[src/design/ttcc_pkg.sv]
// Package for the text terminal cursor control unit.
// Holds the character codes, configuration register indexes and shared structs.
// No dependencies.
package ttcc_pkg;

  // Field widths fixed by the character stream and the screen coordinates.
  localparam int unsigned CHAR_W    = 8;
  localparam int unsigned POS_W     = 8;
  localparam int unsigned CFG_IDX_W = 2;

  // Printable range and control characters.
  localparam logic [CHAR_W-1:0] PRINT_LOW      = 8'h20;
  localparam logic [CHAR_W-1:0] PRINT_HIGH     = 8'h7F;
  localparam logic [CHAR_W-1:0] CODE_BACKSPACE = 8'h08;
  localparam logic [CHAR_W-1:0] CODE_TAB       = 8'h09;
  localparam logic [CHAR_W-1:0] CODE_LINE_FEED = 8'h0A;
  localparam logic [CHAR_W-1:0] CODE_RETURN    = 8'h0D;

  // Configuration register indexes.
  localparam logic [CFG_IDX_W-1:0] CFG_LAST_COLUMN       = 2'd0;
  localparam logic [CFG_IDX_W-1:0] CFG_LAST_ROW          = 2'd1;
  localparam logic [CFG_IDX_W-1:0] CFG_CLEAR_BEFORE_DRAW = 2'd2;

  // Configuration register reset values.
  localparam logic [POS_W-1:0] LAST_COLUMN_RST = 8'd79;
  localparam logic [POS_W-1:0] LAST_ROW_RST    = 8'd24;

  // Current screen configuration.
  typedef struct packed {
    logic [POS_W-1:0] last_column;
    logic [POS_W-1:0] last_row;
    logic             clear_before_draw;
  } ttcc_cfg_t;

  // One result transaction, including the cursor after the byte.
  typedef struct packed {
    logic              draw_glyph;
    logic [CHAR_W-1:0] glyph_code;
    logic              clear_cell;
    logic [POS_W-1:0]  target_column;
    logic [POS_W-1:0]  target_row;
    logic              scroll_up;
    logic [POS_W-1:0]  cursor_column;
    logic [POS_W-1:0]  cursor_row;
  } ttcc_result_t;

endpackage

[src/design/ttcc_step.sv]
// Combinational cursor update for one character byte.
// Depends on ttcc_pkg for codes, the configuration struct and the result struct.
module ttcc_step #(
  parameter int unsigned TAB_STOP = 8
) (
  input  logic [ttcc_pkg::CHAR_W-1:0] char_code,
  input  logic [ttcc_pkg::POS_W-1:0]  column_now,
  input  logic [ttcc_pkg::POS_W-1:0]  row_now,
  input  ttcc_pkg::ttcc_cfg_t         cfg,
  output ttcc_pkg::ttcc_result_t      result
);

  // Remainder width: holds any remainder below the tab stop.
  localparam int unsigned REM_W = $clog2(TAB_STOP) + 1;
  localparam int unsigned WIDE_W = ttcc_pkg::POS_W + 1;

  // The column is divided by the tab stop through a scaled reciprocal.
  // The rounding error stays below one quotient step for every 8-bit column.
  localparam int unsigned RECIP_SHIFT = 16;
  localparam int unsigned PROD_W      = ttcc_pkg::POS_W + RECIP_SHIFT;
  localparam int unsigned RECIP       = ((1 << RECIP_SHIFT) + TAB_STOP - 1) / TAB_STOP;

  logic                       is_print;
  logic [WIDE_W-1:0]          col_w;
  logic [WIDE_W-1:0]          row_w;
  logic [REM_W-1:0]           rem;
  logic [PROD_W-1:0]          quot_prod;
  logic [PROD_W-1:0]          quot_back;
  logic [ttcc_pkg::POS_W-1:0] rem_full;

  // Column modulo the tab stop: quotient by reciprocal, then subtract it back out.
  assign quot_prod = PROD_W'(column_now) * PROD_W'(RECIP);
  assign quot_back = PROD_W'(quot_prod[PROD_W-1:RECIP_SHIFT]) * PROD_W'(TAB_STOP);
  assign rem_full  = column_now - quot_back[ttcc_pkg::POS_W-1:0];
  assign rem       = rem_full[REM_W-1:0];

  // Move the cursor for the byte, then wrap the column and saturate the row.
  always_comb begin
    is_print = (char_code >= ttcc_pkg::PRINT_LOW) && (char_code <= ttcc_pkg::PRINT_HIGH);
    col_w    = {1'b0, column_now};
    row_w    = {1'b0, row_now};
    result   = '0;
    result.glyph_code = char_code;

    // Any byte that is neither printable nor a known control moves nothing.
    if (is_print) begin
      result.draw_glyph    = 1'b1;
      result.clear_cell    = cfg.clear_before_draw;
      result.target_column = column_now;
      result.target_row    = row_now;
      col_w = col_w + WIDE_W'(1);
    end else if (char_code == ttcc_pkg::CODE_LINE_FEED) begin
      col_w = '0;
      row_w = row_w + WIDE_W'(1);
    end else if (char_code == ttcc_pkg::CODE_RETURN) begin
      col_w = '0;
    end else if (char_code == ttcc_pkg::CODE_BACKSPACE) begin
      if (column_now != '0) begin
        col_w = col_w - WIDE_W'(1);
      end else if (row_now != '0) begin
        row_w = row_w - WIDE_W'(1);
        col_w = {1'b0, cfg.last_column};
      end
    end else if (char_code == ttcc_pkg::CODE_TAB) begin
      col_w = col_w + (WIDE_W'(TAB_STOP) - WIDE_W'(rem));
    end

    // A column past the right edge wraps to the next row.
    if (col_w > {1'b0, cfg.last_column}) begin
      col_w = '0;
      row_w = row_w + WIDE_W'(1);
    end
    // A row past the bottom holds on the last row and scrolls.
    if (row_w > {1'b0, cfg.last_row}) begin
      row_w = {1'b0, cfg.last_row};
      result.scroll_up = 1'b1;
    end

    // Backspace clears the cell under the new cursor.
    if (char_code == ttcc_pkg::CODE_BACKSPACE) begin
      result.clear_cell    = 1'b1;
      result.target_column = col_w[ttcc_pkg::POS_W-1:0];
      result.target_row    = row_w[ttcc_pkg::POS_W-1:0];
    end

    result.cursor_column = col_w[ttcc_pkg::POS_W-1:0];
    result.cursor_row    = row_w[ttcc_pkg::POS_W-1:0];
  end

endmodule

[src/design/text_terminal_cursor_control_unit.sv]
// Top level of the text terminal cursor control unit.
// Depends on ttcc_pkg and ttcc_step.
//
// Takes one character byte per transaction and returns one result transaction per byte:
// the glyph to draw or the cell to clear, a scroll request, and the cursor after the byte.
// The unit sustains one byte per clock cycle while the receiver does not stall. A byte is
// captured in the input register; once the result register can load, the cursor update is
// computed in a single combinational pass and loaded into the result register together
// with the cursor registers, so the following byte already sees the new cursor. While a
// result waits to be taken, one more byte can be held in the input register.
// Configuration writes are always ready and should be made while no byte is in flight.
module text_terminal_cursor_control_unit #(
  parameter int unsigned TAB_STOP = 8
) (
  input  logic                           clk,
  input  logic                           rst_n,
  // Character input channel.
  input  logic                           in_valid,
  output logic                           in_stall,
  input  logic [ttcc_pkg::CHAR_W-1:0]    in_char_code,
  // Result channel.
  output logic                           out_valid,
  input  logic                           out_stall,
  output logic                           out_draw_glyph,
  output logic [ttcc_pkg::CHAR_W-1:0]    out_glyph_code,
  output logic                           out_clear_cell,
  output logic [ttcc_pkg::POS_W-1:0]     out_target_column,
  output logic [ttcc_pkg::POS_W-1:0]     out_target_row,
  output logic                           out_scroll_up,
  output logic [ttcc_pkg::POS_W-1:0]     out_cursor_column,
  output logic [ttcc_pkg::POS_W-1:0]     out_cursor_row,
  // Configuration write channel.
  input  logic                           cfg_valid,
  output logic                           cfg_ready,
  input  logic [ttcc_pkg::CFG_IDX_W-1:0] cfg_index,
  input  logic [ttcc_pkg::POS_W-1:0]     cfg_data
);

  logic                        s1_valid_r, s1_valid_nxt;
  logic [ttcc_pkg::CHAR_W-1:0] s1_code_r;
  logic                        out_valid_r, out_valid_nxt;
  ttcc_pkg::ttcc_result_t      out_r;
  logic [ttcc_pkg::POS_W-1:0]  column_r;
  logic [ttcc_pkg::POS_W-1:0]  row_r;
  ttcc_pkg::ttcc_cfg_t         cfg_r;
  ttcc_pkg::ttcc_result_t      step_result;
  logic                        in_accept;
  logic                        out_load;
  logic                        s1_advance;

  // Handshake control: the result register loads when empty or being taken.
  assign out_load   = !out_valid_r || !out_stall;
  assign s1_advance = s1_valid_r && out_load;
  assign in_stall   = s1_valid_r && !out_load;
  assign in_accept  = in_valid && !in_stall;
  assign cfg_ready  = 1'b1;

  always_comb begin
    s1_valid_nxt = s1_valid_r;
    if (in_accept) begin
      s1_valid_nxt = 1'b1;
    end else if (s1_advance) begin
      s1_valid_nxt = 1'b0;
    end
    out_valid_nxt = out_load ? s1_valid_r : out_valid_r;
  end

  always_ff @(posedge clk) begin
    if (!rst_n) begin
      s1_valid_r  <= 1'b0;
      out_valid_r <= 1'b0;
    end else begin
      s1_valid_r  <= s1_valid_nxt;
      out_valid_r <= out_valid_nxt;
    end
  end

  // Input and result payload registers.
  always_ff @(posedge clk) begin
    if (in_accept) begin
      s1_code_r <= in_char_code;
    end
    if (s1_advance) begin
      out_r <= step_result;
    end
  end

  // Cursor update for the byte in the input register.
  ttcc_step #(
    .TAB_STOP (TAB_STOP)
  ) u_step (
    .char_code  (s1_code_r),
    .column_now (column_r),
    .row_now    (row_r),
    .cfg        (cfg_r),
    .result     (step_result)
  );

  // Cursor position moves with each byte that enters the result register.
  always_ff @(posedge clk) begin
    if (!rst_n) begin
      column_r <= '0;
      row_r    <= '0;
    end else if (s1_advance) begin
      column_r <= step_result.cursor_column;
      row_r    <= step_result.cursor_row;
    end
  end

  // Configuration registers.
  always_ff @(posedge clk) begin
    if (!rst_n) begin
      cfg_r.last_column       <= ttcc_pkg::LAST_COLUMN_RST;
      cfg_r.last_row          <= ttcc_pkg::LAST_ROW_RST;
      cfg_r.clear_before_draw <= 1'b0;
    end else if (cfg_valid && cfg_ready) begin
      unique case (cfg_index)
        ttcc_pkg::CFG_LAST_COLUMN:       cfg_r.last_column       <= cfg_data;
        ttcc_pkg::CFG_LAST_ROW:          cfg_r.last_row          <= cfg_data;
        ttcc_pkg::CFG_CLEAR_BEFORE_DRAW: cfg_r.clear_before_draw <= cfg_data[0];
        default: ;
      endcase
    end
  end

  // Result ports.
  assign out_valid         = out_valid_r;
  assign out_draw_glyph    = out_r.draw_glyph;
  assign out_glyph_code    = out_r.glyph_code;
  assign out_clear_cell    = out_r.clear_cell;
  assign out_target_column = out_r.target_column;
  assign out_target_row    = out_r.target_row;
  assign out_scroll_up     = out_r.scroll_up;
  assign out_cursor_column = out_r.cursor_column;
  assign out_cursor_row    = out_r.cursor_row;

`ifndef SYNTHESIS
  // The cursor registers always match the cursor of the pending result.
  a_cursor_matches_result: assert property (@(posedge clk) disable iff (!rst_n)
    out_valid_r |-> (column_r == out_r.cursor_column) && (row_r == out_r.cursor_row))
    else $error("cursor registers differ from the pending result");

  // A glyph is drawn only for a printable byte.
  a_draw_is_printable: assert property (@(posedge clk) disable iff (!rst_n)
    (out_valid_r && out_r.draw_glyph) |->
      (out_r.glyph_code >= ttcc_pkg::PRINT_LOW) && (out_r.glyph_code <= ttcc_pkg::PRINT_HIGH))
    else $error("glyph drawn for a non-printable byte");

  // A clear without a draw comes only from backspace.
  a_clear_only_backspace: assert property (@(posedge clk) disable iff (!rst_n)
    (out_valid_r && out_r.clear_cell && !out_r.draw_glyph) |->
      (out_r.glyph_code == ttcc_pkg::CODE_BACKSPACE))
    else $error("cell cleared for a byte other than backspace");
`endif

endmodule

[config.mk]
export PLATFORM = sky130hd
export DESIGN_NAME = text_terminal_cursor_control_unit
export DESIGN_NICKNAME = d
export VERILOG_FILES = /design/src/design/ttcc_pkg.sv /design/src/design/ttcc_step.sv /design/src/design/text_terminal_cursor_control_unit.sv
export SDC_FILE = /design/constraint.sdc
export NUM_CORES = 1
export LEC_CHECK = 0
export BUFFER_PORTS_ARGS = -buffer_cell sky130_fd_sc_hd__buf_2
export CELL_PAD_IN_SITES_DETAIL_PLACEMENT = 1
export CELL_PAD_IN_SITES_GLOBAL_PLACEMENT = 1
export CORE_MARGIN = 8
export CORE_UTILIZATION = 40
export CTS_CLUSTER_DIAMETER = 100
export CTS_CLUSTER_SIZE = 25
export DETAILED_ROUTE_END_ITERATION = 10
export PLACE_DENSITY_LB_ADDON = 0.1
export SYNTH_ARGS = -nofsm -noshare
export SYNTH_HDL_FRONTEND = slang
export SYNTH_SLANG_ARGS = --single-unit
[constraint.sdc]
create_clock -name clk -period 7.85 [get_ports clk]
set_clock_uncertainty 0.1 [all_clocks]
set_input_delay 0.785 -clock clk [delete_from_list [all_inputs] [get_ports clk]]
set_output_delay 0.785 -clock clk [all_outputs]
set_load 0.1 [all_outputs]
==> results by stage, run 1 <==
Outcome:
- The flow ran to the end, and the final reports show no timing, DRC or antenna violations.

Synthesis:
- The register bit total from synthesis is between 80 and 90.
- Counting every net in the synthesized netlist gives 626.
- The leading register cell type out of synthesis is edfxtp_1.
- A synthesized cell averages 9.26 sq um.
- In this run, distinct cell masters in the synthesized netlist total 72.
- Counting flops with an async set or reset pin after synthesis yields a share of 0%.
- The area of the mapped netlist is ~0.0053 sq mm.
- In the post-synthesis netlist, the biggest area contributors are edfxtp_1 (29%), dfxtp_1 (13%), ha_1 (6.3%).
- The share of the synthesized area in the top cell type is 28.7%.
- The register area share after synthesis is 41.8%.
- The number of enable flip-flop cells after synthesis is 51.
- After technology mapping, the gate count stands at 576.
- The cell taking the most area after synthesis is edfxtp_1.
- The number of synthesis warnings is 0.

Global routing:
- The total grt overflow is 0.
- The number of global-route vias before repair came to around 5000.
- The first-pass GRT wire length is around 28000 um.
- The number of antenna violations at the first check in global routing came to 0.
- Entering global routing, the biggest net connects 32 pins.
- The most heavily used metal layer in global routing is met2.
- For this run, global-route usage on met1 was measured as 27.2%.
- For this run, global-route usage on met2 was measured as 31.4%.
- In the global route stage, overall resource usage came out at between 20% and 30%.
- For met3 alone, demand over resource in global routing was 3.66%.

Worst setup path:
- The launching element of the worst setup path is column_r[0].
- The largest driver fanout on the critical path is 12.
- The most critical setup path has its endpoint at out_target_row[1].
- The cell at the slowest stage of the critical path is dfxtp_1.
- The launching element type of the critical path is a flip-flop.
- The delay of the slowest cell on the worst path is 0.54 ns.
- The number of buffers and inverters on the critical path is 1.
- STA puts the critical path data required time at ~7.9 ns.
- The endpoint of the worst-slack reg-to-reg timing path is out_target_row[1].
- The kind of end point of the critical path is a flip-flop.
- The worst register-to-register path begins at column_r[0].
- The worst register-to-register path has a depth of 24.
- Setup slack on the worst reg-to-reg path comes out at 0.79 ns.
- The kind of cell adding the most delay to the critical path is compound AO/OA/AOI/OAI gates.
- The critical path is of the reg2reg type.
- The worst path arrival time is 7.08 ns.
- Walking the worst path, the cells encountered are inv_1, ha_1, xor2_1, a211o_1, a31oi_1, o32ai_1, a211oi_1, a31oi_1, and3_1, ha_1, and3_1, and3_1, a211oi_1, or3_1, nand4_1, o31a_1, or2_2, ha_1, nand4_1, or2_2, a32oi_1, and2_1, a21oi_1, o32ai_1.
- The logic depth of the worst path, buffers included is 24.

Floorplanning:
- The die extent in x is 132 um.
- The initial utilization of the core area, before any placement, comes to 40.6%.
- Row generation in the floorplan step produced 42 rows.
- For this design the top-level I/O count stands at 69.
- The die footprint is about 0.017 sq mm.
- The floorplan step defined a core boundary enclosing 0.0131 sq mm.
- From bottom edge to top edge, the die measures between 100 and 150 um.

CTS:
- Gates resized during post-CTS repair numbered 0.
- The quantity of hold-fixing buffers added after cts is 0.
- After clock tree synthesis, the clock-pin slew on the worst setup and hold paths is around 0.060 ns.
- The clock net in this run drives a total of between 80 and 90 sinks.
- The buffers inserted during post-CTS setup optimization is 0.
- Clock tree synthesis inserted a total of 9 buffers.
- The clock tree synthesis step divided the H-tree into 3 levels.
- The clock tree from TritonCTS is yes.
- The clock tree root buffer cell is clkbuf_16.
- The clock passes through at most 2 buffers.
- At the later pin of the worst-skew pair, clock insertion delay measures roughly 0.35 ns.

Power and ir drop:
- The sequential share of power is between 40 and 50%.
- The internal power of the cells totals 804 uW.
- Summed over all nets, the switching power comes to 379 uW.
- The relative contribution of combinational cells to total power is 20.1%.
- The power share of the clock group is a little over a third.
- Of the total power, the share spent switching nets is roughly a third.
- Dividing total power by cell area gives a power density of 194 mW/mm^2.
- The analysis attributes to cell leakage a power of 2.43 nW.
- The worst IR drop on VDD is 110 uV.

Placed design:
- The weighted congestion reported at the end of routability-driven placement is between 0.9 and 1.
- The post-detailed-placement half-perimeter wirelength is 13300 um.
- Prior to clock tree synthesis, the placed netlist has a worst setup slack of 0.957 ns.
- The port buffer count is 67.

Min path:
- The worst hold path class is reg2reg.
- In this run the most critical hold path is launched from cfg_r[16].

Final layout:
- The number of nets in the layout is 678.
- Compared with the post-synthesis result, the final layout area differs by 14.2%.
- Measured on the finished design, the core utilization comes to 46.4%.
- The share of post-route cells with drive strength above 1 is around 18%.
- The antenna cell count is 0.

STA:
- After layout, the worst path uses between 80 and 90% of the clock period.
- Hold is met by 0.365 ns.
- The achievable frequency is 142 MHz.
- Adding up every negative setup slack in the final design gives 0 ns.
- The final count of pins violating max slew came to 0.
- The shortest clock period the worst path allows after layout is around 7.1 ns.
- Setup violations remaining at the end of the flow were counted as 0.
- Setup repair after global routing left no endpoint under its margin.
- For the pin with the worst max-slew slack, the measured transition is 1.22 ns.
- The final critical-path setup slack is approximately 0.79 ns.
- Headroom to the max-slew limit came out at 18.5%.
- The total count of hold-check failures in the final report is 0.

Flow run:
- The count of max-cap constraint violations is 0.

Routing:
- After detailed routing, the number of remaining DRC violations is 0.
- The total number of vias is 4765.
- The detailed router's first-iteration violation count is 345.
- After detailed routing, the average wire length per cell comes to between 20 and 25 um.
- The vias per cell is 5.89.
- The wire length reported by the detailed router is 17300 um.
- The first-pass detailed-route iteration total is 4.
- The number of routed nets with antenna violations is 0.
==> routing by layer <==
layer  share of wire, %  wire length [um]  vias to the layer above
li1                   -                 -                     2251
met1                 46              7940                     2338
met2                 46              7910                      155
met3                6.3              1080                       21
met4                2.0               347                        0
met5                  0                 0                        -
==> synthesized netlist by cell type, types with 4 or more instances <==
library cell	n
a211o_1	4
a211oi_1	10
a21oi_1	23
a311oi_1	4
a31oi_1	9
and2_1	10
and3_1	11
buf_2	4
buf_4	6
clkbuf_1	23
dfxtp_1	35
edfxtp_1	51
ha_1	27
inv_1	33
mux2_2	5
mux2i_1	7
nand2_1	65
nand2b_1	4
nand3_1	23
nand4_1	14
nor2_1	32
nor2b_1	5
nor3_1	14
nor4_1	8
o211ai_1	13
o21a_1	8
o21ai_0	21
o22ai_1	8
o31ai_1	7
or3_1	8
xnor2_1	9
xor2_1	7
==> cell families after synthesis <==
logic type,synth area share [%]
and+or+nand+nor,22.7
AOI/OAI and AO/OA,18.3
DFF,41.8
buffers and inverters,5.58
adders and majority gates,6.33
xor gates and xnor gates,2.63
muxes,2.58
other,0.0703
==> area by class of cell <==
cell class | count | area [sq um]
clock buffers | 9 | 225
clock inverters | 7 | 72.6
fillers | 1546 | 7040
inverters | 34 | 128
multi-input cells | 420 | 2810
flip-flops and latches | 86 | 2230
well taps | 176 | 220
repair buffers | 77 | 410
==> through the flow <==
step | cells | power (mW) | instance area (sq um)
2_1_floorplan | 576 | 0.703 | 5340
5_1_grt | 809 | 1.23 | 6090
3_5_place_dp | 793 | 0.765 | 5800
6_report | 809 | 1.18 | 6090
3_3_place_gp | 793 | 0.761 | 5800
4_1_cts | 809 | 1.19 | 6090
==> sequential cells by signal, indices dropped and copies added, names as in the netlist, 8 cells and up <==
signal             cells
out_cursor_row         8
out_target_row         8
out_glyph_code         8
s1_code_r              8
out_target_column      8
row_r                  8
cfg_r                 17
out_cursor_column      8
column_r               8
==> tightest hold or removal path, cell delays in order, from the launching register on <==
cell,delay (ns)
dfxtp_1,0.31
nand2_1,0.05
a21oi_1,0.05
==> power by group through the flow <==
stage | sequential, mW | combinational [mW] | clock (mW)
4_1_cts | 0.518 | 0.238 | 0.437
3_3_place_gp | 0.527 | 0.234 | 0
3_5_place_dp | 0.528 | 0.237 | 0
2_1_floorplan | 0.597 | 0.106 | 0
6_report | 0.519 | 0.238 | 0.426
5_1_grt | 0.521 | 0.254 | 0.452
==> cell usage in the layout, fill, tap and decap left out, types with 4 or more instances in the layout <==
master and count:
mux2_2 5, and2_1 10, nor3_1 14, buf_4 10, nand3_1 23, and3_1 11, nand2_1 65, a311oi_1 4
o21a_1 8, nor2b_1 5, a21oi_1 23, nand4_1 14, dfxtp_1 35, nor2_1 32, o211ai_1 13, nor4_1 8
nand2b_1 4, or3_1 8, a211o_1 4, clkbuf_16 9, xnor2_1 9, edfxtp_1 51, o21ai_0 21, ha_1 27
o31ai_1 7, o22ai_1 8, mux2i_1 7, buf_2 67, xor2_1 7, inv_1 33, a211oi_1 10, a31oi_1 9
==> how the worst min path moves through the flow <==
stage	end	slack (ns)	cells past startpoint
floorplan	out_glyph_code[1]	0.33	0
global placement	cfg_r[16]	0.35	2
detailed placement	cfg_r[16]	0.36	2
CTS	cfg_r[16]	0.37	2
global route	cfg_r[16]	0.40	2
finish	cfg_r[16]	0.36	2
Power figures use the tool's default switching activity.
==> run 2, diff against run 1 <==
--- a/config.mk
+++ b/config.mk
@@ -5,7 +5,7 @@
 export SDC_FILE = /design/constraint.sdc
 export NUM_CORES = 1
 export LEC_CHECK = 0
-export BUFFER_PORTS_ARGS = -buffer_cell sky130_fd_sc_hd__buf_2
+export BUFFER_PORTS_ARGS = -buffer_cell sky130_fd_sc_hd__buf_4
 export CELL_PAD_IN_SITES_DETAIL_PLACEMENT = 1
 export CELL_PAD_IN_SITES_GLOBAL_PLACEMENT = 1
 export CORE_MARGIN = 8
@@ -14,6 +14,7 @@
 export CTS_CLUSTER_SIZE = 25
 export DETAILED_ROUTE_END_ITERATION = 10
 export PLACE_DENSITY_LB_ADDON = 0.1
+export REMOVE_ABC_BUFFERS = 1
 export SYNTH_ARGS = -nofsm -noshare
 export SYNTH_HDL_FRONTEND = slang
 export SYNTH_SLANG_ARGS = --single-unit
==> constraint.sdc (replaced) <==
create_clock -name clk -period 8.8 [get_ports clk]
set_clock_uncertainty 0.1 [all_clocks]
set_input_delay 0.88 -clock clk [delete_from_list [all_inputs] [get_ports clk]]
set_output_delay 0.88 -clock clk [all_outputs]
set_load 0.1 [all_outputs]
==> run 2 against run 1 <==
Setup slack improved by 0.79 ns. Die area unchanged. Power is 12% lower. Register-to-register slack improved by 0.79 ns. Flip-flop and latch count unchanged.
==> results by stage, run 2 (synthesis results as in run 1) <==
STA:
- The final cycle utilization of the critical path is 82.1% (-7.9 points).
- The final critical-path setup slack is 1.57 ns (+0.787 ns).
- The slew at the pin closest to its max-slew limit is 1.01 ns (-0.209 ns).
- The final-report setup violation count is 0 (unchanged).
- The worst hold slack came to 0.357 ns (-0.00735 ns).
- Setup repair after global routing left no endpoint under its margin.
- The shortest clock period the worst path allows after layout was 7.23 ns (+0.163 ns).
- The achievable frequency is 138 MHz (-2.3%).
- The total count of hold-check failures in the final report was 0 (unchanged).
- The sum of negative setup slack came to 0 ns (unchanged).
- The final count of pins violating max slew is 0 (unchanged).
- The worst-case headroom to the max-slew limit was 32.5% (+14 points).

Power and ir drop:
- The switching portion of total power is 33.2% (+1.2 points).
- The sequential share of power is 44.5% (+0.6 points).
- The power density relative to cell area was 167 mW/mm^2 (-14%).
- The worst IR drop on VDD was 114 uV (+3.5%).
- The relative contribution of combinational cells to total power came to 21.0% (+0.9 points).
- The power share of the clock group is 34.5% (-1.5 points).
- The cell-internal power is 696 uW (-13%).
- The final total power is 1.04 mW (-12%).
- The net load switching power is 346 uW (-8.7%).
- The leakage power is 2.47 nW (+1.5%).

Final layout:
- The area growth from synthesis to final layout is 16.8%.
- The filler-free cell count of the finished design is 808 (-0.12%).
- The register cell area after layout is 0.00223 sq mm (unchanged).
- More flip-flops sit in one register than any other, and that register is cfg_r.
- The total non-filler cell area in the finished layout is 0.00623 sq mm (+2.2%).
- The number of flip-flops in the largest register is 17 (unchanged).
- Leaving out fill and tap cells, the most frequent cell in the layout is buf_4.
- The total of fill cells in the finished design is 1541 (-0.32%).
- The core occupancy in the finished layout is 47.4% (+1.0 points).
- The number of nets in the layout came to 677 (-0.15%).
- The area occupied by multi-input gates was 0.00281 sq mm (unchanged).
- The share of post-route cells with drive strength above 1 came to 18.2% (-0.29 points).
- The antenna cell count is 0 (unchanged).
- In the layout the commonest cells are buf_4 (76), nand2_1 (65), edfxtp_1 (51).

Routing:
- The post-detailed-route DRC marker count was 0 (unchanged).
- The first-pass detailed-route iteration total is 5 (+1).
- The wire length reported by the detailed router is 17700 um (+2.6%).
- The routed metal-1 wirelength is 7990 um (+0.55%).
- The routed length per placed instance is 21.9 um (+2.7%).
- The total number of vias is 4842 (+1.6%).
- The detailed router's first-iteration violation count is 427 (+24%).
- The routed length on met2 was 8410 um (+6.4%).
- The vias per cell is 5.99 (+1.7%).
- Routed signal wires occupy layers up through met4.
- The met3 wire length is 866 um (-20%).
- The number of routed nets with antenna violations is 0 (unchanged).

Global routing:
- The global-route usage over all layers was 20.6% (+0.39 points).
- The first-pass GRT wire length was 28600 um (+3.2%).
- The total grt overflow came to 0 (unchanged).
- The number of antenna violations at the first check in global routing is 0 (unchanged).
- The number of global-route vias before repair is 5078 (+3.9%).
- The maximum number of pins on one net before global-route repair is 32 (unchanged).

CTS:
- The clock-pin slew of the registers on the worst-case setup and hold paths came to 0.07 ns (about the same).
- The total number of clock tree sinks is 86 (unchanged).
- The number of buffers inserted during clock tree synthesis came to 9 (unchanged).
- The number of buffers on the longest clock path came to 2 (unchanged).
- The number of gates given a new drive strength after cts came to 0 (unchanged).
- The tree is rooted in a clkbuf_16.
- The buffers inserted during post-CTS setup optimization is 0 (unchanged).
- The clock insertion delay at the later pin of the skew report is 0.35 ns (about the same).
- The quantity of hold-fixing buffers added after cts came to 0 (unchanged).
- The number of levels in the clock H-tree is 3 (unchanged).
- The clock tree from TritonCTS is yes.

Floorplanning:
- The number of top-level pins is 69 (unchanged).
- The die extent in x is 132 um (unchanged).
- The floorplan die height is 132 um (unchanged).
- The die footprint is 0.0173 sq mm (unchanged).
- The floorplan row count was 42 (unchanged).
- The starting density of the core is 40.6% (unchanged).
- The total core area is 0.0131 sq mm (unchanged).

Worst setup path:
- STA classifies the critical path startpoint as a flip-flop.
- The largest driver fanout on the critical path is 12 (unchanged).
- The worst path arrival time is 7.22 ns (+0.14 ns).
- The critical path is of the reg2reg type.
- The required time reported for the critical path endpoint is 8.80 ns (+0.93 ns).
- The kind of end point of the critical path is a flip-flop.

Placed design:
- The weighted congestion reported at the end of routability-driven placement is 0.931 (-0.67%).
- The post-detailed-placement half-perimeter wirelength is 13100 um (-1.7%).
- The number of cells in the design after placement is 792 (-0.13%).
- The post-place setup slack is 1.72 ns (+0.765 ns).
- The post-placement cell area came to 0.00596 sq mm (+2.8%).
- The port buffer count is 67 (unchanged).

Min path:
- The min-delay analysis places its worst path in the category reg2reg.

Flow run:
- The count of max-cap constraint violations is 0 (unchanged).

Outcome:
- The flow ran to the end, and the final reports show no timing, DRC or antenna violations.
-- run 2: final timing paths --
kind | slack [ns] | start | depth (start not counted) | end
max reg2reg | 1.57 | column_r[0] | 25 | out_cursor_row[7]
min reg2reg | 0.36 | cfg_r[16] | 2 | cfg_r[16]
max | 1.57 | column_r[0] | 25 | out_cursor_row[7]
min | 0.36 | cfg_r[16] | 2 | cfg_r[16]
-- run 2: layer usage --
metal	GRT usage [%]	vias to the layer above
met5	0	-
met4	9.06	0
met3	3.35	34
met2	33.7	161
met1	26.4	2393
li1	-	2254
-- run 2: cell type report --
cell class	count	share of cell area, %
well taps	176	3.53
flip-flops and latches	86	35.8
clock buffers	9	3.61
clock inverters	7	0.783
multi-input cells	420	45.0
repair buffers	76	9.16
inverters	34	2.05
-- run 2: critical path, stage by stage, from the launching register on --
cell,delay [ns]
dfxtp_1,0.58
inv_1,0.21
ha_1,0.44
xor2_1,0.20
a211o_1,0.32
a31oi_1,0.23
o32ai_1,0.13
a211oi_1,0.27
a31oi_1,0.08
and3_1,0.18
ha_1,0.30
and3_1,0.21
and3_1,0.18
a211oi_1,0.27
or3_1,0.40
nand4_1,0.29
o31a_1,0.34
or2_2,0.30
ha_1,0.30
nand4_1,0.10
or2_2,0.32
a32oi_1,0.21
nand2_1,0.27
nor2_1,0.18
buf_4,0.22
mux2_2,0.36
-- run 2: power groups by stage --
stage	clock network (mW)	registers, mW	logic [mW]
floorplan	0	0.536	0.0854
global placement	0	0.471	0.215
detailed placement	0	0.472	0.219
CTS	0.368	0.463	0.219
global route	0.384	0.466	0.234
finish	0.359	0.464	0.219
==> run 3, diff against run 2 <==
--- a/config.mk
+++ b/config.mk
@@ -5,6 +5,7 @@
 export SDC_FILE = /design/constraint.sdc
 export NUM_CORES = 1
 export LEC_CHECK = 0
+export ABC_AREA = 1
 export BUFFER_PORTS_ARGS = -buffer_cell sky130_fd_sc_hd__buf_4
 export CELL_PAD_IN_SITES_DETAIL_PLACEMENT = 1
 export CELL_PAD_IN_SITES_GLOBAL_PLACEMENT = 1
==> constraint.sdc (replaced) <==
create_clock -name clk -period 7 [get_ports clk]
set_clock_uncertainty 0.1 [all_clocks]
set_input_delay 0.7 -clock clk [delete_from_list [all_inputs] [get_ports clk]]
set_output_delay 0.7 -clock clk [all_outputs]
set_load 0.1 [all_outputs]
==> run 3 against run 2 <==
Global-route usage fell by 0.96 points. Maximum frequency is 17% higher. Die area is 0.16% lower. Via count is 1.0% lower. Routed wire length decreased by 5.1%. Hold slack improved by 0.016 ns. Synthesized cell count grew 18%. Cell count grew 14%. Sequential share of layout area down 0.086 points. Power increased by 41%. Setup slack lost 0.73 ns.
==> results by stage, run 3 <==
Outcome:
- The run finished with clean final reports.

Final layout:
- The number of nets in the layout is 787 (+16%).
- The register cell area after layout is 0.00223 sq mm (unchanged).
- Ranked by flip-flop count, first place goes to cfg_r.
- The core occupancy in the finished layout is 47.5% (+0.11 points).
- The number of flip-flops in the largest register came to 17 (unchanged).
- The share of post-route cells with drive strength above 1 is 18.3% (+0.13 points).
- The area growth from synthesis to final layout is 17.3%.
- The area occupied by multi-input gates came to 0.00258 sq mm (-8.2%).
- In the layout the commonest cells are nand2_1 (135), inv_1 (100), buf_4 (72).
- The antenna cell count is 0 (unchanged).
- The leading cell type in the layout, fill and taps excluded is nand2_1.
- The total of fill cells in the finished design is 1628 (+5.6%).

STA:
- The final critical-path setup slack is 0.843 ns (-0.731 ns).
- The sum of negative setup slack is 0 ns (unchanged).
- The final-report setup violation count is 0 (unchanged).
- The slew at the pin closest to its max-slew limit is 1.02 ns (+0.00753 ns).
- The total count of hold-check failures in the final report is 0 (unchanged).
- The worst-case headroom to the max-slew limit is 31.5% (-0.95 points).
- The final cycle utilization of the critical path was 88.0% (+5.8 points).
- Setup repair after global routing left no endpoint under its margin.
- The achievable frequency is 162 MHz (+17%).
- The shortest clock period the worst path allows after layout is 6.16 ns (-1.07 ns).
- The final count of pins violating max slew is 0 (unchanged).

Synthesis:
- The leading register cell type out of synthesis is edfxtp_1.
- The number of standard cells after synthesis came to 677 (+18%).
- The distinct cell type count after synthesis is 44 (-39%).
- The main combinational cell family by area after synthesis is simple AND/OR/NAND/NOR gates.
- Yosys attributes the largest share of cell area to edfxtp_1 (29%), dfxtp_1 (13%), nand2_1 (9.5%).
- The share of the synthesized area in the top cell type came to 28.8% (+0.054 points).
- The post-synthesis average cell area is 7.87 sq um (-15%).
- The cell taking the most area after synthesis is edfxtp_1.
- The number of enable flip-flop cells after synthesis is 51 (unchanged).
- The cell with the most instances after synthesis is nand2_1.
- The proportion of register bits with asynchronous set or reset after synthesis is 0% (unchanged).
- The area fraction in and, or, nand and nor cells after synthesis is 25.1% (+2.4 points).
- The multiplexer share of the synthesized area is 0% (-2.6 points).
- The register area share after synthesis was 41.9% (+0.079 points).
- The area of the mapped netlist came to 0.00533 sq mm (-0.19%).
- The register bit total from synthesis is 86 (unchanged).
- In the synthesized netlist, the cells that appear most often are nand2_1 (135), inv_1 (100), edfxtp_1 (51).
- The compound-cell area share of the yosys netlist is 14.3% (-4.0 points).
- The share of the synthesized netlist area taken by xor and xnor gates is 2.30% (-0.32 points).
- The number of synthesis warnings is 0 (unchanged).
- The adder and majority cell fraction of the synthesized area is 6.34% (+0.012 points).

CTS:
- The number of buffers inserted during clock tree synthesis was 9 (unchanged).
- TritonCTS built the clock tree.
- The clock tree root buffer cell is clkbuf_16.
- The total number of clock tree sinks is 86 (unchanged).
- The number of buffers on the longest clock path is 2 (unchanged).
- The clock insertion delay at the later pin of the skew report is 0.36 ns (about the same).
- The quantity of hold-fixing buffers added after cts came to 0 (unchanged).
- The buffers inserted during post-CTS setup optimization is 0 (unchanged).
- The number of gates given a new drive strength after cts is 0 (unchanged).
- The number of levels in the clock H-tree is 3 (unchanged).
- The clock-pin slew of the registers on the worst-case setup and hold paths is 0.07 ns (about the same).

Routing:
- The first-pass detailed-route iteration total came to 5 (unchanged).
- The wire length reported by the detailed router came to 16800 um (-5.1%).
- The routed length per placed instance is 18.3 um (-16%).
- The vias per cell is 5.22 (-13%).
- The number of routed nets with antenna violations is 0 (unchanged).
- The post-detailed-route DRC marker count was 0 (unchanged).
- The detailed router's first-iteration violation count was 297 (-30%).
- The total number of vias is 4793 (-1.0%).

Floorplanning:
- The die footprint is 0.0173 sq mm (-0.16%).
- The starting density of the core is 40.5% (-0.076 points).
- The floorplan die height is 131 um (about the same).
- The total core area is 0.0131 sq mm (unchanged).
- The die extent in x is 131 um (about the same).
- The number of top-level pins was 69 (unchanged).
- The floorplan row count was 42 (unchanged).

Worst setup path:
- The number of buffers and inverters on the critical path is 4 (+2).
- The register-to-register setup slack came to 0.84 ns (-0.73 ns).
- The kind of cell adding the most delay to the critical path is simple AND/OR/NAND/NOR gates.
- The delay of the slowest cell on the worst path was 0.43 ns (-0.15 ns).
- The required time reported for the critical path endpoint was 6.99 ns (-1.81 ns).
- The worst path arrival time came to 6.14 ns (-1.08 ns).
- The largest driver fanout on the critical path is 10 (-2).
- The worst setup path is launched from a flip-flop.
- For this design, the slowest cell found on the critical path is ha_1.
- The kind of critical path is reg2reg.
- Among the stages of the critical path, the cell type that occurs most often is nand2_1.
- The worst setup path is captured at a flip-flop.

Placed design:
- The weighted congestion reported at the end of routability-driven placement is 0.931 (about the same).
- The port buffer count was 67 (unchanged).
- The post-place setup slack is 0.736 ns (-0.986 ns).
- The post-detailed-placement half-perimeter wirelength is 13100 um (+0.10%).

Power and ir drop:
- The worst IR drop on VDD came to 152 uV (+33%).
- The power density relative to cell area was 236 mW/mm^2 (+41%).
- The leakage power was 2.85 nW (+16%).

Global routing:
- The maximum number of pins on one net before global-route repair came to 40 (+25%).
- The number of global-route vias before repair is 4926 (-3.0%).
- The number of antenna violations at the first check in global routing was 0 (unchanged).
- The global-route usage over all layers came to 19.7% (-0.96 points).
- The total grt overflow was 0 (unchanged).
- The first-pass GRT wire length is 27000 um (-5.5%).

Flow run:
- The count of max-cap constraint violations is 0 (unchanged).

Min path:
- The min-delay analysis places its worst path in the category reg2reg.
-- run 3: cell count changes after synthesis, sizes merged, moves of 11 or more --
cell | previous run | this run
and3 | 11 | 0
a21oi | 23 | 50
clkbuf | 23 | 11
nor2 | 32 | 58
inv | 33 | 105
o21ai | 21 | 52
nand3 | 25 | 48
nand2 | 65 | 153
-- run 3: per-layer routing --
metal | share of wire (%) | global-route usage, % | vias to the layer above
met5 | 0 | 0 | -
met4 | 1.7 | 7.21 | 0
met3 | 4.9 | 3.54 | 23
met2 | 44 | 30.2 | 124
li1 | - | - | 2367
met1 | 49 | 27.1 | 2279
-- run 3: final cells by class --
| type | instances | share of cell area (%) |
|---|---|---|
| tap | 176 | 3.53 |
| sequential | 86 | 35.7 |
| inverter | 107 | 6.43 |
| clock buffer | 10 | 3.67 |
| clock inverter | 6 | 0.721 |
| timing repair buffer | 72 | 8.65 |
| multi-input combinational | 461 | 41.3 |
-- run 3: final timing paths --
check                                  start                end  depth (start not counted)
worst min register to register  s1_code_r[4]  out_glyph_code[4]                          0
worst max register to register   column_r[0]  out_target_row[1]                         34
worst min-delay path            s1_code_r[4]  out_glyph_code[4]                          0
worst max-delay path             column_r[0]  out_target_row[1]                         34
-- run 3: worst register-to-register path, delay by kind of cell, from the launching register on --
| kind | cells | cell delay, ns |
|---|---|---|
| and+or+nand+nor | 17 | 1.93 |
| AOI/OAI and AO/OA | 8 | 1.62 |
| adders and majority gates | 3 | 1.00 |
| buffers and inverters | 4 | 0.49 |
| DFF | 1 | 0.39 |
| xor gates and xnor gates | 2 | 0.36 |
-- run 3: cells by family (layout without fill, tap and decap cells) --
kind of cell             after synthesis  count (layout)
other                                  1               1
buffers and inverters                130             195
XOR/XNOR                              14              14
AND/OR/NAND/NOR                      286             286
adder cells (fa/ha/maj)               27              27
AO/OA/AOI/OAI                        133             133
flip-flops                            86              86
-- run 3: per-stage QoR --
stage                     area [sq um]  power (mW)  hold WS, ns  instances
after floorplan                   5200       0.906        0.324        654
after global placement            5960        1.01        0.364        902
after detailed placement          5960        1.02        0.363        902
after CTS                         6240        1.48        0.379        918
after global routing              6250        1.54        0.399        918
final                             6250        1.47        0.374        918
-- run 3: report_power, final --
group,switching (mW),leakage (nW),internal (mW)
logic,0.306,1.95,0.107
clock network,0.217,0.127,0.243
registers,0.0266,0.780,0.573
